===== src/rtl/msea_pkg.sv =====
// Package of the mean squared error accumulator.
// Holds widths, limits and the command and status words between control and datapath.
// Depends on nothing.
`timescale 1ns / 1ps

package msea_pkg;

  // Field and state widths
  localparam int unsigned DataW  = 16;
  localparam int unsigned MagW   = 16;
  localparam int unsigned SqW    = 32;
  localparam int unsigned SumW   = 49;
  localparam int unsigned CountW = 17;
  localparam int unsigned MeanW  = 32;

  // Item limit per vector
  localparam logic [CountW-1:0] MaxItems = CountW'(65536);

  // Divider: the quotient fits in MeanW bits, so one step per quotient bit
  localparam int unsigned DivSteps = MeanW;
  localparam int unsigned DivCntW  = $clog2(DivSteps);
  localparam logic [DivCntW-1:0] DivLastStep = DivCntW'(DivSteps - 1);

  // Commands from the controller to the datapath
  typedef struct packed {
    logic accept;    // take the input word
    logic div_load;  // load the divider from the finished sum
    logic div_step;  // run one divider step
    logic out_load;  // move the quotient into the output register
  } cmd_t;

  // Status from the datapath to the controller
  typedef struct packed {
    logic div_last;  // the current divider step is the final one
    logic out_free;  // the output register can take a word this cycle
  } sts_t;

endpackage


===== src/rtl/msea_if.sv =====
// Stream interfaces of the mean squared error accumulator.
// Input channel carries one element pair, output channel carries one mean.
// Depends on msea_pkg.
`timescale 1ns / 1ps

interface msea_in_if;
  import msea_pkg::*;

  logic                     valid;
  logic                     ready;
  logic signed [DataW-1:0]  predicted_value;
  logic signed [DataW-1:0]  target_value;
  logic                     last_element;

  modport source (output valid, output predicted_value, output target_value,
                  output last_element, input ready);
  modport sink   (input valid, input predicted_value, input target_value,
                  input last_element, output ready);
endinterface

interface msea_out_if;
  import msea_pkg::*;

  logic               valid;
  logic               ready;
  logic [MeanW-1:0]   mean_loss;
  logic [CountW-1:0]  element_count;
  logic               count_overflow;

  modport source (output valid, output mean_loss, output element_count,
                  output count_overflow, input ready);
  modport sink   (input valid, input mean_loss, input element_count,
                  input count_overflow, output ready);
endinterface


===== src/rtl/mean_squared_error_accumulator.sv =====
// Top level of the mean squared error accumulator.
// Joins controller and datapath to the input and output stream interfaces.
// Depends on msea_pkg, msea_if, msea_ctrl and msea_dp.
//
//   channel  dir  word contents
//   in_i     in   predicted_value, target_value, last_element
//   out_o    out  mean_loss, element_count, count_overflow
//
// Words without last_element are accepted back to back.
// After a last word, no word is accepted until the controller has finished the sum,
// run the 32 one-bit steps of the serial divider and loaded the output register.
// A mean waiting on out_o does not hold up accumulation of the next vector;
// only loading the following mean waits for out_o to be free.
// Reset clears sum, count, overflow flag, controller and output valid.
`timescale 1ns / 1ps

module mean_squared_error_accumulator (
  input  logic         clk_i,
  input  logic         rst_ni,
  msea_in_if.sink      in_i,
  msea_out_if.source   out_o
);
  import msea_pkg::*;

  cmd_t cmd;
  sts_t sts;

  msea_ctrl u_ctrl (
    .clk_i      (clk_i),
    .rst_ni     (rst_ni),
    .in_valid_i (in_i.valid),
    .in_last_i  (in_i.last_element),
    .sts_i      (sts),
    .in_ready_o (in_i.ready),
    .cmd_o      (cmd)
  );

  msea_dp u_dp (
    .clk_i       (clk_i),
    .rst_ni      (rst_ni),
    .cmd_i       (cmd),
    .sts_o       (sts),
    .predicted_i (in_i.predicted_value),
    .target_i    (in_i.target_value),
    .last_i      (in_i.last_element),
    .out_valid_o (out_o.valid),
    .out_ready_i (out_o.ready),
    .mean_o      (out_o.mean_loss),
    .count_o     (out_o.element_count),
    .overflow_o  (out_o.count_overflow)
  );

endmodule


===== src/rtl/msea_ctrl.sv =====
// Controller of the mean squared error accumulator.
// Sequences accumulate, divider load, divider steps and output load.
// Depends on msea_pkg.
`timescale 1ns / 1ps

module msea_ctrl (
  input  logic           clk_i,
  input  logic           rst_ni,
  input  logic           in_valid_i,
  input  logic           in_last_i,
  input  msea_pkg::sts_t sts_i,
  output logic           in_ready_o,
  output msea_pkg::cmd_t cmd_o
);
  import msea_pkg::*;

  typedef enum logic [3:0] {
    ST_ACCUM = 4'b0001,
    ST_FIN   = 4'b0010,
    ST_DIV   = 4'b0100,
    ST_LOAD  = 4'b1000
  } state_e;

  state_e state_q, state_d;

  // Decode state into commands and next state
  always_comb begin
    state_d    = state_q;
    in_ready_o = 1'b0;
    cmd_o      = '0;
    unique case (state_q)
      ST_ACCUM: begin
        in_ready_o   = 1'b1;
        cmd_o.accept = in_valid_i;
        if (in_valid_i && in_last_i) begin
          state_d = ST_FIN;
        end
      end
      ST_FIN: begin
        cmd_o.div_load = 1'b1;
        state_d        = ST_DIV;
      end
      ST_DIV: begin
        cmd_o.div_step = 1'b1;
        if (sts_i.div_last) begin
          state_d = ST_LOAD;
        end
      end
      ST_LOAD: begin
        if (sts_i.out_free) begin
          cmd_o.out_load = 1'b1;
          state_d        = ST_ACCUM;
        end
      end
      default: begin
        state_d = ST_ACCUM;
      end
    endcase
  end

  // Advance state
  always_ff @(posedge clk_i or negedge rst_ni) begin
    if (!rst_ni) begin
      state_q <= ST_ACCUM;
    end else begin
      state_q <= state_d;
    end
  end

endmodule


===== src/rtl/msea_dp.sv =====
// Datapath of the mean squared error accumulator.
// Square stage, 49-bit accumulator, item counter, bit-serial divider, output register.
// Depends on msea_pkg.
`timescale 1ns / 1ps

module msea_dp (
  input  logic                           clk_i,
  input  logic                           rst_ni,
  input  msea_pkg::cmd_t                 cmd_i,
  output msea_pkg::sts_t                 sts_o,
  input  logic signed [msea_pkg::DataW-1:0] predicted_i,
  input  logic signed [msea_pkg::DataW-1:0] target_i,
  input  logic                           last_i,
  output logic                           out_valid_o,
  input  logic                           out_ready_i,
  output logic [msea_pkg::MeanW-1:0]     mean_o,
  output logic [msea_pkg::CountW-1:0]    count_o,
  output logic                           overflow_o
);
  import msea_pkg::*;

  logic signed [DataW:0] diff;
  logic [MagW-1:0]       mag;
  logic                  has_room;

  logic [SqW-1:0]    sq_q;
  logic              sq_acc_q;
  logic [SumW-1:0]   sum_q, sum_d;
  logic [CountW-1:0] count_q, count_d, count_inc;
  logic              ovf_q, ovf_d, ovf_now;

  logic [CountW-1:0] div_cnt_q;
  logic              div_ovf_q;
  logic [CountW-1:0] rem_q, rem_d;
  logic [MeanW-1:0]  quo_q, quo_d;
  logic [DivCntW-1:0] step_q;
  logic [CountW:0]   trial;
  logic              trial_ge;

  logic              out_vld_q;
  logic [MeanW-1:0]  mean_q;
  logic [CountW-1:0] cnt_out_q;
  logic              ovf_out_q;

  // Absolute difference; it never exceeds 65535
  assign diff = $signed({predicted_i[DataW-1], predicted_i})
                - $signed({target_i[DataW-1], target_i});
  assign mag  = diff[DataW] ? MagW'(-diff) : MagW'(diff);

  // Register the square of the input word every cycle; sq_acc_q marks an accepted word
  always_ff @(posedge clk_i) begin
    sq_q <= mag * mag;
  end

  assign has_room = (count_q < MaxItems);

  always_ff @(posedge clk_i or negedge rst_ni) begin
    if (!rst_ni) begin
      sq_acc_q <= 1'b0;
    end else begin
      sq_acc_q <= cmd_i.accept && has_room;
    end
  end

  // Add the registered square; clear when the divider takes the sum
  assign sum_d = sum_q + (sq_acc_q ? SumW'(sq_q) : SumW'(0));

  always_ff @(posedge clk_i or negedge rst_ni) begin
    if (!rst_ni) begin
      sum_q <= '0;
    end else if (cmd_i.div_load) begin
      sum_q <= '0;
    end else begin
      sum_q <= sum_d;
    end
  end

  // Count words and flag the ones dropped beyond the limit
  assign count_inc = has_room ? count_q + CountW'(1) : count_q;
  assign ovf_now   = ovf_q || !has_room;

  always_comb begin
    count_d = count_q;
    ovf_d   = ovf_q;
    if (cmd_i.accept) begin
      if (last_i) begin
        count_d = '0;
        ovf_d   = 1'b0;
      end else begin
        count_d = count_inc;
        ovf_d   = ovf_now;
      end
    end
  end

  always_ff @(posedge clk_i or negedge rst_ni) begin
    if (!rst_ni) begin
      count_q <= '0;
      ovf_q   <= 1'b0;
    end else begin
      count_q <= count_d;
      ovf_q   <= ovf_d;
    end
  end

  // Hold the vector's count and flag for the divider
  always_ff @(posedge clk_i) begin
    if (cmd_i.accept && last_i) begin
      div_cnt_q <= count_inc;
      div_ovf_q <= ovf_now;
    end
  end

  // One restoring division step per cycle, quotient bit into the low end
  assign trial    = {rem_q, quo_q[MeanW-1]};
  assign trial_ge = (trial >= {1'b0, div_cnt_q});

  always_comb begin
    rem_d = rem_q;
    quo_d = quo_q;
    if (cmd_i.div_load) begin
      rem_d = sum_d[SumW-1:MeanW];
      quo_d = sum_d[MeanW-1:0];
    end else if (cmd_i.div_step) begin
      rem_d = trial_ge ? CountW'(trial - {1'b0, div_cnt_q}) : trial[CountW-1:0];
      quo_d = {quo_q[MeanW-2:0], trial_ge};
    end
  end

  always_ff @(posedge clk_i) begin
    rem_q <= rem_d;
    quo_q <= quo_d;
  end

  // Step counter of the divider
  always_ff @(posedge clk_i or negedge rst_ni) begin
    if (!rst_ni) begin
      step_q <= '0;
    end else if (cmd_i.div_load) begin
      step_q <= '0;
    end else if (cmd_i.div_step) begin
      step_q <= step_q + DivCntW'(1);
    end
  end

  // Output register; an empty count gives a zero mean
  always_ff @(posedge clk_i) begin
    if (cmd_i.out_load) begin
      mean_q    <= (div_cnt_q == '0) ? '0 : quo_q;
      cnt_out_q <= div_cnt_q;
      ovf_out_q <= div_ovf_q;
    end
  end

  always_ff @(posedge clk_i or negedge rst_ni) begin
    if (!rst_ni) begin
      out_vld_q <= 1'b0;
    end else if (cmd_i.out_load) begin
      out_vld_q <= 1'b1;
    end else if (out_ready_i) begin
      out_vld_q <= 1'b0;
    end
  end

  assign sts_o.div_last = (step_q == DivLastStep);
  assign sts_o.out_free = !out_vld_q || out_ready_i;

  assign out_valid_o = out_vld_q;
  assign mean_o      = mean_q;
  assign count_o     = cnt_out_q;
  assign overflow_o  = ovf_out_q;

endmodule


===== src/flat_wrapper.sv =====
// flat-port wrapper written by rule: the top's interface ports become plain ports
module mean_squared_error_accumulator_flat import msea_pkg::*;
  (clk_i, rst_ni, in_i_valid, in_i_predicted_value, in_i_target_value, in_i_last_element, in_i_ready, out_o_valid, out_o_mean_loss, out_o_element_count, out_o_count_overflow, out_o_ready);
  msea_in_if in_i_i ();
  msea_out_if out_o_i ();
  input  logic clk_i;
  input  logic rst_ni;
  input wire logic [$bits(in_i_i.valid)-1:0] in_i_valid;
  input wire logic [$bits(in_i_i.predicted_value)-1:0] in_i_predicted_value;
  input wire logic [$bits(in_i_i.target_value)-1:0] in_i_target_value;
  input wire logic [$bits(in_i_i.last_element)-1:0] in_i_last_element;
  output wire logic [$bits(in_i_i.ready)-1:0] in_i_ready;
  output wire logic [$bits(out_o_i.valid)-1:0] out_o_valid;
  output wire logic [$bits(out_o_i.mean_loss)-1:0] out_o_mean_loss;
  output wire logic [$bits(out_o_i.element_count)-1:0] out_o_element_count;
  output wire logic [$bits(out_o_i.count_overflow)-1:0] out_o_count_overflow;
  input wire logic [$bits(out_o_i.ready)-1:0] out_o_ready;
  assign in_i_i.valid = in_i_valid;
  assign in_i_i.predicted_value = in_i_predicted_value;
  assign in_i_i.target_value = in_i_target_value;
  assign in_i_i.last_element = in_i_last_element;
  assign in_i_ready = in_i_i.ready;
  assign out_o_valid = out_o_i.valid;
  assign out_o_mean_loss = out_o_i.mean_loss;
  assign out_o_element_count = out_o_i.element_count;
  assign out_o_count_overflow = out_o_i.count_overflow;
  assign out_o_i.ready = out_o_ready;
  mean_squared_error_accumulator u_core (.clk_i(clk_i), .rst_ni(rst_ni), .in_i(in_i_i), .out_o(out_o_i));
endmodule

===== config.mk =====
export PLATFORM = sky130hd
export DESIGN_NAME = mean_squared_error_accumulator_flat
export DESIGN_NICKNAME = d
export VERILOG_FILES = /design/src/rtl/msea_pkg.sv /design/src/rtl/msea_if.sv /design/src/rtl/mean_squared_error_accumulator.sv /design/src/rtl/msea_ctrl.sv /design/src/rtl/msea_dp.sv /design/src/flat_wrapper.sv
export SDC_FILE = /design/constraint.sdc
export NUM_CORES = 1
export LEC_CHECK = 0
export ABC_AREA = 0
export BUFFER_PORTS_ARGS = -buffer_cell sky130_fd_sc_hd__buf_2
export CORE_UTILIZATION = 46
export DETAILED_ROUTE_END_ITERATION = 10
export GPL_TIMING_DRIVEN = 0
export HOLD_SLACK_MARGIN = 0.03
export PLACE_DENSITY_LB_ADDON = 0.3
export SLEW_MARGIN = 40
export SYNTH_ARGS = -nofsm -noshare
export SYNTH_HDL_FRONTEND = slang
export SYNTH_HIERARCHICAL = 1
export SYNTH_SLANG_ARGS = --single-unit

===== constraint.sdc =====
create_clock -name clk_i -period 5.8 [get_ports clk_i]
set_input_delay 0.58 -clock clk_i [delete_from_list [all_inputs] [get_ports clk_i]]
set_output_delay 0.58 -clock clk_i [all_outputs]
set_load 0.005 [all_outputs]

==> reports/summary.txt <==
crit start category -> input pin
Detail Route Antenna Nets -> 0
Placer Congestion -> 0.895
failing checks -> negative setup slack
# nets final -> 2567
Mapped Cells -> 1959
origin of the worst setup path -> in_i_predicted_value[0]
Hold Slack -> 0.352 ns
CP required -> 6.18 ns
Num CTS Buffers -> 22
#FFs+latches synth -> 226
total I/O pin count -> 89
DRC Markers -> 0
most frequent CP cell -> fa_1
CP endpoint kind -> flip-flop
beginning of the worst hold path -> in_i_valid
FP Rows -> 74
count leader, synth -> inv_1
WL per Instance -> 16.6 um
final hold violations -> 0
die width -> 207 um
Most used DFF post-synth -> edfxtp_1
starting density of the core -> 47.1%
final setup margin -> -2.39 ns
setup TNS -> -42.78 ns
# diodes -> 0
number of global-route vias before repair -> 15127
Post-Syn Area -> 19400 sq um
Post-Route Skew -> 0.0295 ns
largest net degree at the start of global routing -> 56
area leader, netlist -> edfxtp_1
Min-Delay Path Class -> in2reg
Mean Syn Cell Area -> 9.90 sq um
CTS tree -> done
critical path peak fanout -> 10
Final Max Slew Viols -> 0
MaxCap Viol Count -> 0
commonest cells in the netlist -> 316 x inv_1, 166 x fa_1, 166 x ha_1
Detailed Route Iter0 Violations -> 875
CORE AREA -> 41200 sq um
Syn Nets -> 2328
DIE AREA -> 43000 sq um
Synth Warn # -> 6
Worst-Skew Late Latency -> 0.52 ns
Worst R2R Start -> u_core/u_dp/sq_acc_q
DR pass1 iterations -> 5
grt ovf -> 0
Via Count -> 14473
FMAX -> 0.122 GHz
HPWL after DPL -> 33600 um
relative slew slack -> 45.2%
Root Buffer -> clkbuf_16
RSZ-0062 raised after global routing -> true
clock tree buffer depth -> 3
CP max stage delay -> 0.49 ns
Total GRT Usage -> 21.1%
CP Class -> in2reg
Worst Path Arrival -> 8.56 ns
Final setup viols -> 25
synth top area cells -> edfxtp_1 18%, fa_1 17%, ha_1 11%, dfrtp_1 9.9%, inv_1 6.1%
sequential share of the synthesized area -> 31.4%
Async S/R FF share, synth -> 34.5%
Post-synth EDFFs -> 117
vias per cell -> 5.27
crit path time final -> 8.19 ns
H-tree levels -> 1
Netlist cell types -> 82
area share of the largest cell type after synthesis -> 18.1%
Die Ht -> 207 um
share of layout cells above drive strength 1 -> 22.7%
clock slew seen by the registers of the worst setup and hold paths -> 0.06 ns
initial antenna violation count -> 0
Clock Sinks -> 226
CP max stage cell -> fa_1
Place WS -> -3.81 ns
actual slew at the worst max-slew pin -> 0.822 ns
Area Growth Syn to Fin -> 22.2%
# port buffers -> 88
status -> complete, but fails checks
WL final -> 45600 um
Final period util -> 141%
global-route wire length before repair -> 74400 um
-- flip-flops by register name (all words and copies together) (netlist names), 17 cells and up --
signal and cells:
u_core/u_dp/sum_q 49, u_core/u_dp/count_o 17, u_core/u_dp/rem_q 17, u_core/u_dp/quo_q 32, u_core/u_dp/mean_o 32, u_core/u_dp/div_cnt_q 17
u_core/u_dp/sq_q 31, u_core/u_dp/count_q 17
-- cells by family after synthesis --
| family | count (synthesis) | share of synthesized area (%) |
|---|---|---|
| AND/OR/NAND/NOR | 536 | 13.9 |
| buffers and inverters | 376 | 7.50 |
| flip-flops | 226 | 31.4 |
| adder cells (fa/ha/maj) | 332 | 27.8 |
| multiplexers | 46 | 2.55 |
| XOR/XNOR | 138 | 6.42 |
| AO/OA/AOI/OAI | 305 | 10.4 |
-- cell usage in the layout, fill, tap and decap left out, types with 34 or more instances in the layout --
master	synthesis	layout
o21ai_0	63	49
ha_1	166	148
buf_4	4	101
buf_2	5	87
xor2_1	41	34
and2_1	41	39
nor2_1	153	137
fa_1	166	161
nand2_1	100	85
inv_1	316	293
nor2b_1	76	76
a21oi_1	82	64
dfrtp_1	77	77
edfxtp_1	117	117
a21o_1	46	45
xnor2_1	93	82
-- repair_timing --
action | in CTS | in global routing
hold buffers | 1 | 0
cloned | 1 | 0
setup endpoints to repair | 26 | 26
hold endpoints to repair | 22 | 0
gates resized for setup | 140 | 79
pin swaps | 111 | 90
buffers inserted | 97 | 30
-- critical path, delay by kind of cell --
kind                     cells  cell delay, ns
adder cells (fa/ha/maj)      9            3.41
AO/OA/AOI/OAI               11            2.02
buffers and inverters        9            0.98
AND/OR/NAND/NOR              4            0.79
XOR/XNOR                     4            0.77
-- final cells by class --
type | count | area, sq um
buffer | 49 | 344
clock buffer | 24 | 558
clock inverter | 16 | 228
fill | 3346 | 17500
inverter | 327 | 1270
multi-input combinational | 1357 | 13000
sequential | 226 | 6090
tap | 532 | 666
timing repair buffer | 215 | 1580
-- metal layers --
metal / vias to the layer above / track usage, % / routed length (um)
met4: 0 / 8.13 / 1830
li1: 6933 / - / -
met1: 7003 / 26.3 / 19100
met2: 409 / 37.8 / 22800
met5: - / 0 / 0
met3: 128 / 1.79 / 1850
-- per-stage QoR --
step	cells	utilization (%)	cell area (sq um)
floorplan	1959	-	19800
global placement	2579	50.8	20900
detailed placement	2582	51.0	21000
CTS	2719	56.3	23200
global route	2746	57.5	23700
finish	2746	57.5	23700
-- final timing paths --
check                                      endpoint  slack [ns]  cells after the start
max reg2reg                   u_core/u_dp/rem_q[12]        1.68                     14
min reg2reg                  u_core/u_dp/overflow_o        0.44                      0
min                        u_core/u_ctrl/state_q[1]        0.35                      2
max                            u_core/u_dp/sq_q[29]       -2.39                     37
min in group asynchronous   u_core/u_dp/count_q[11]        0.52                      2
max in group asynchronous     u_core/u_dp/sum_q[39]        4.67                      3
Power is left out: the tool's default activity adds up to more than one toggle a clock period on the data nets, which glitch-free logic cannot reach.
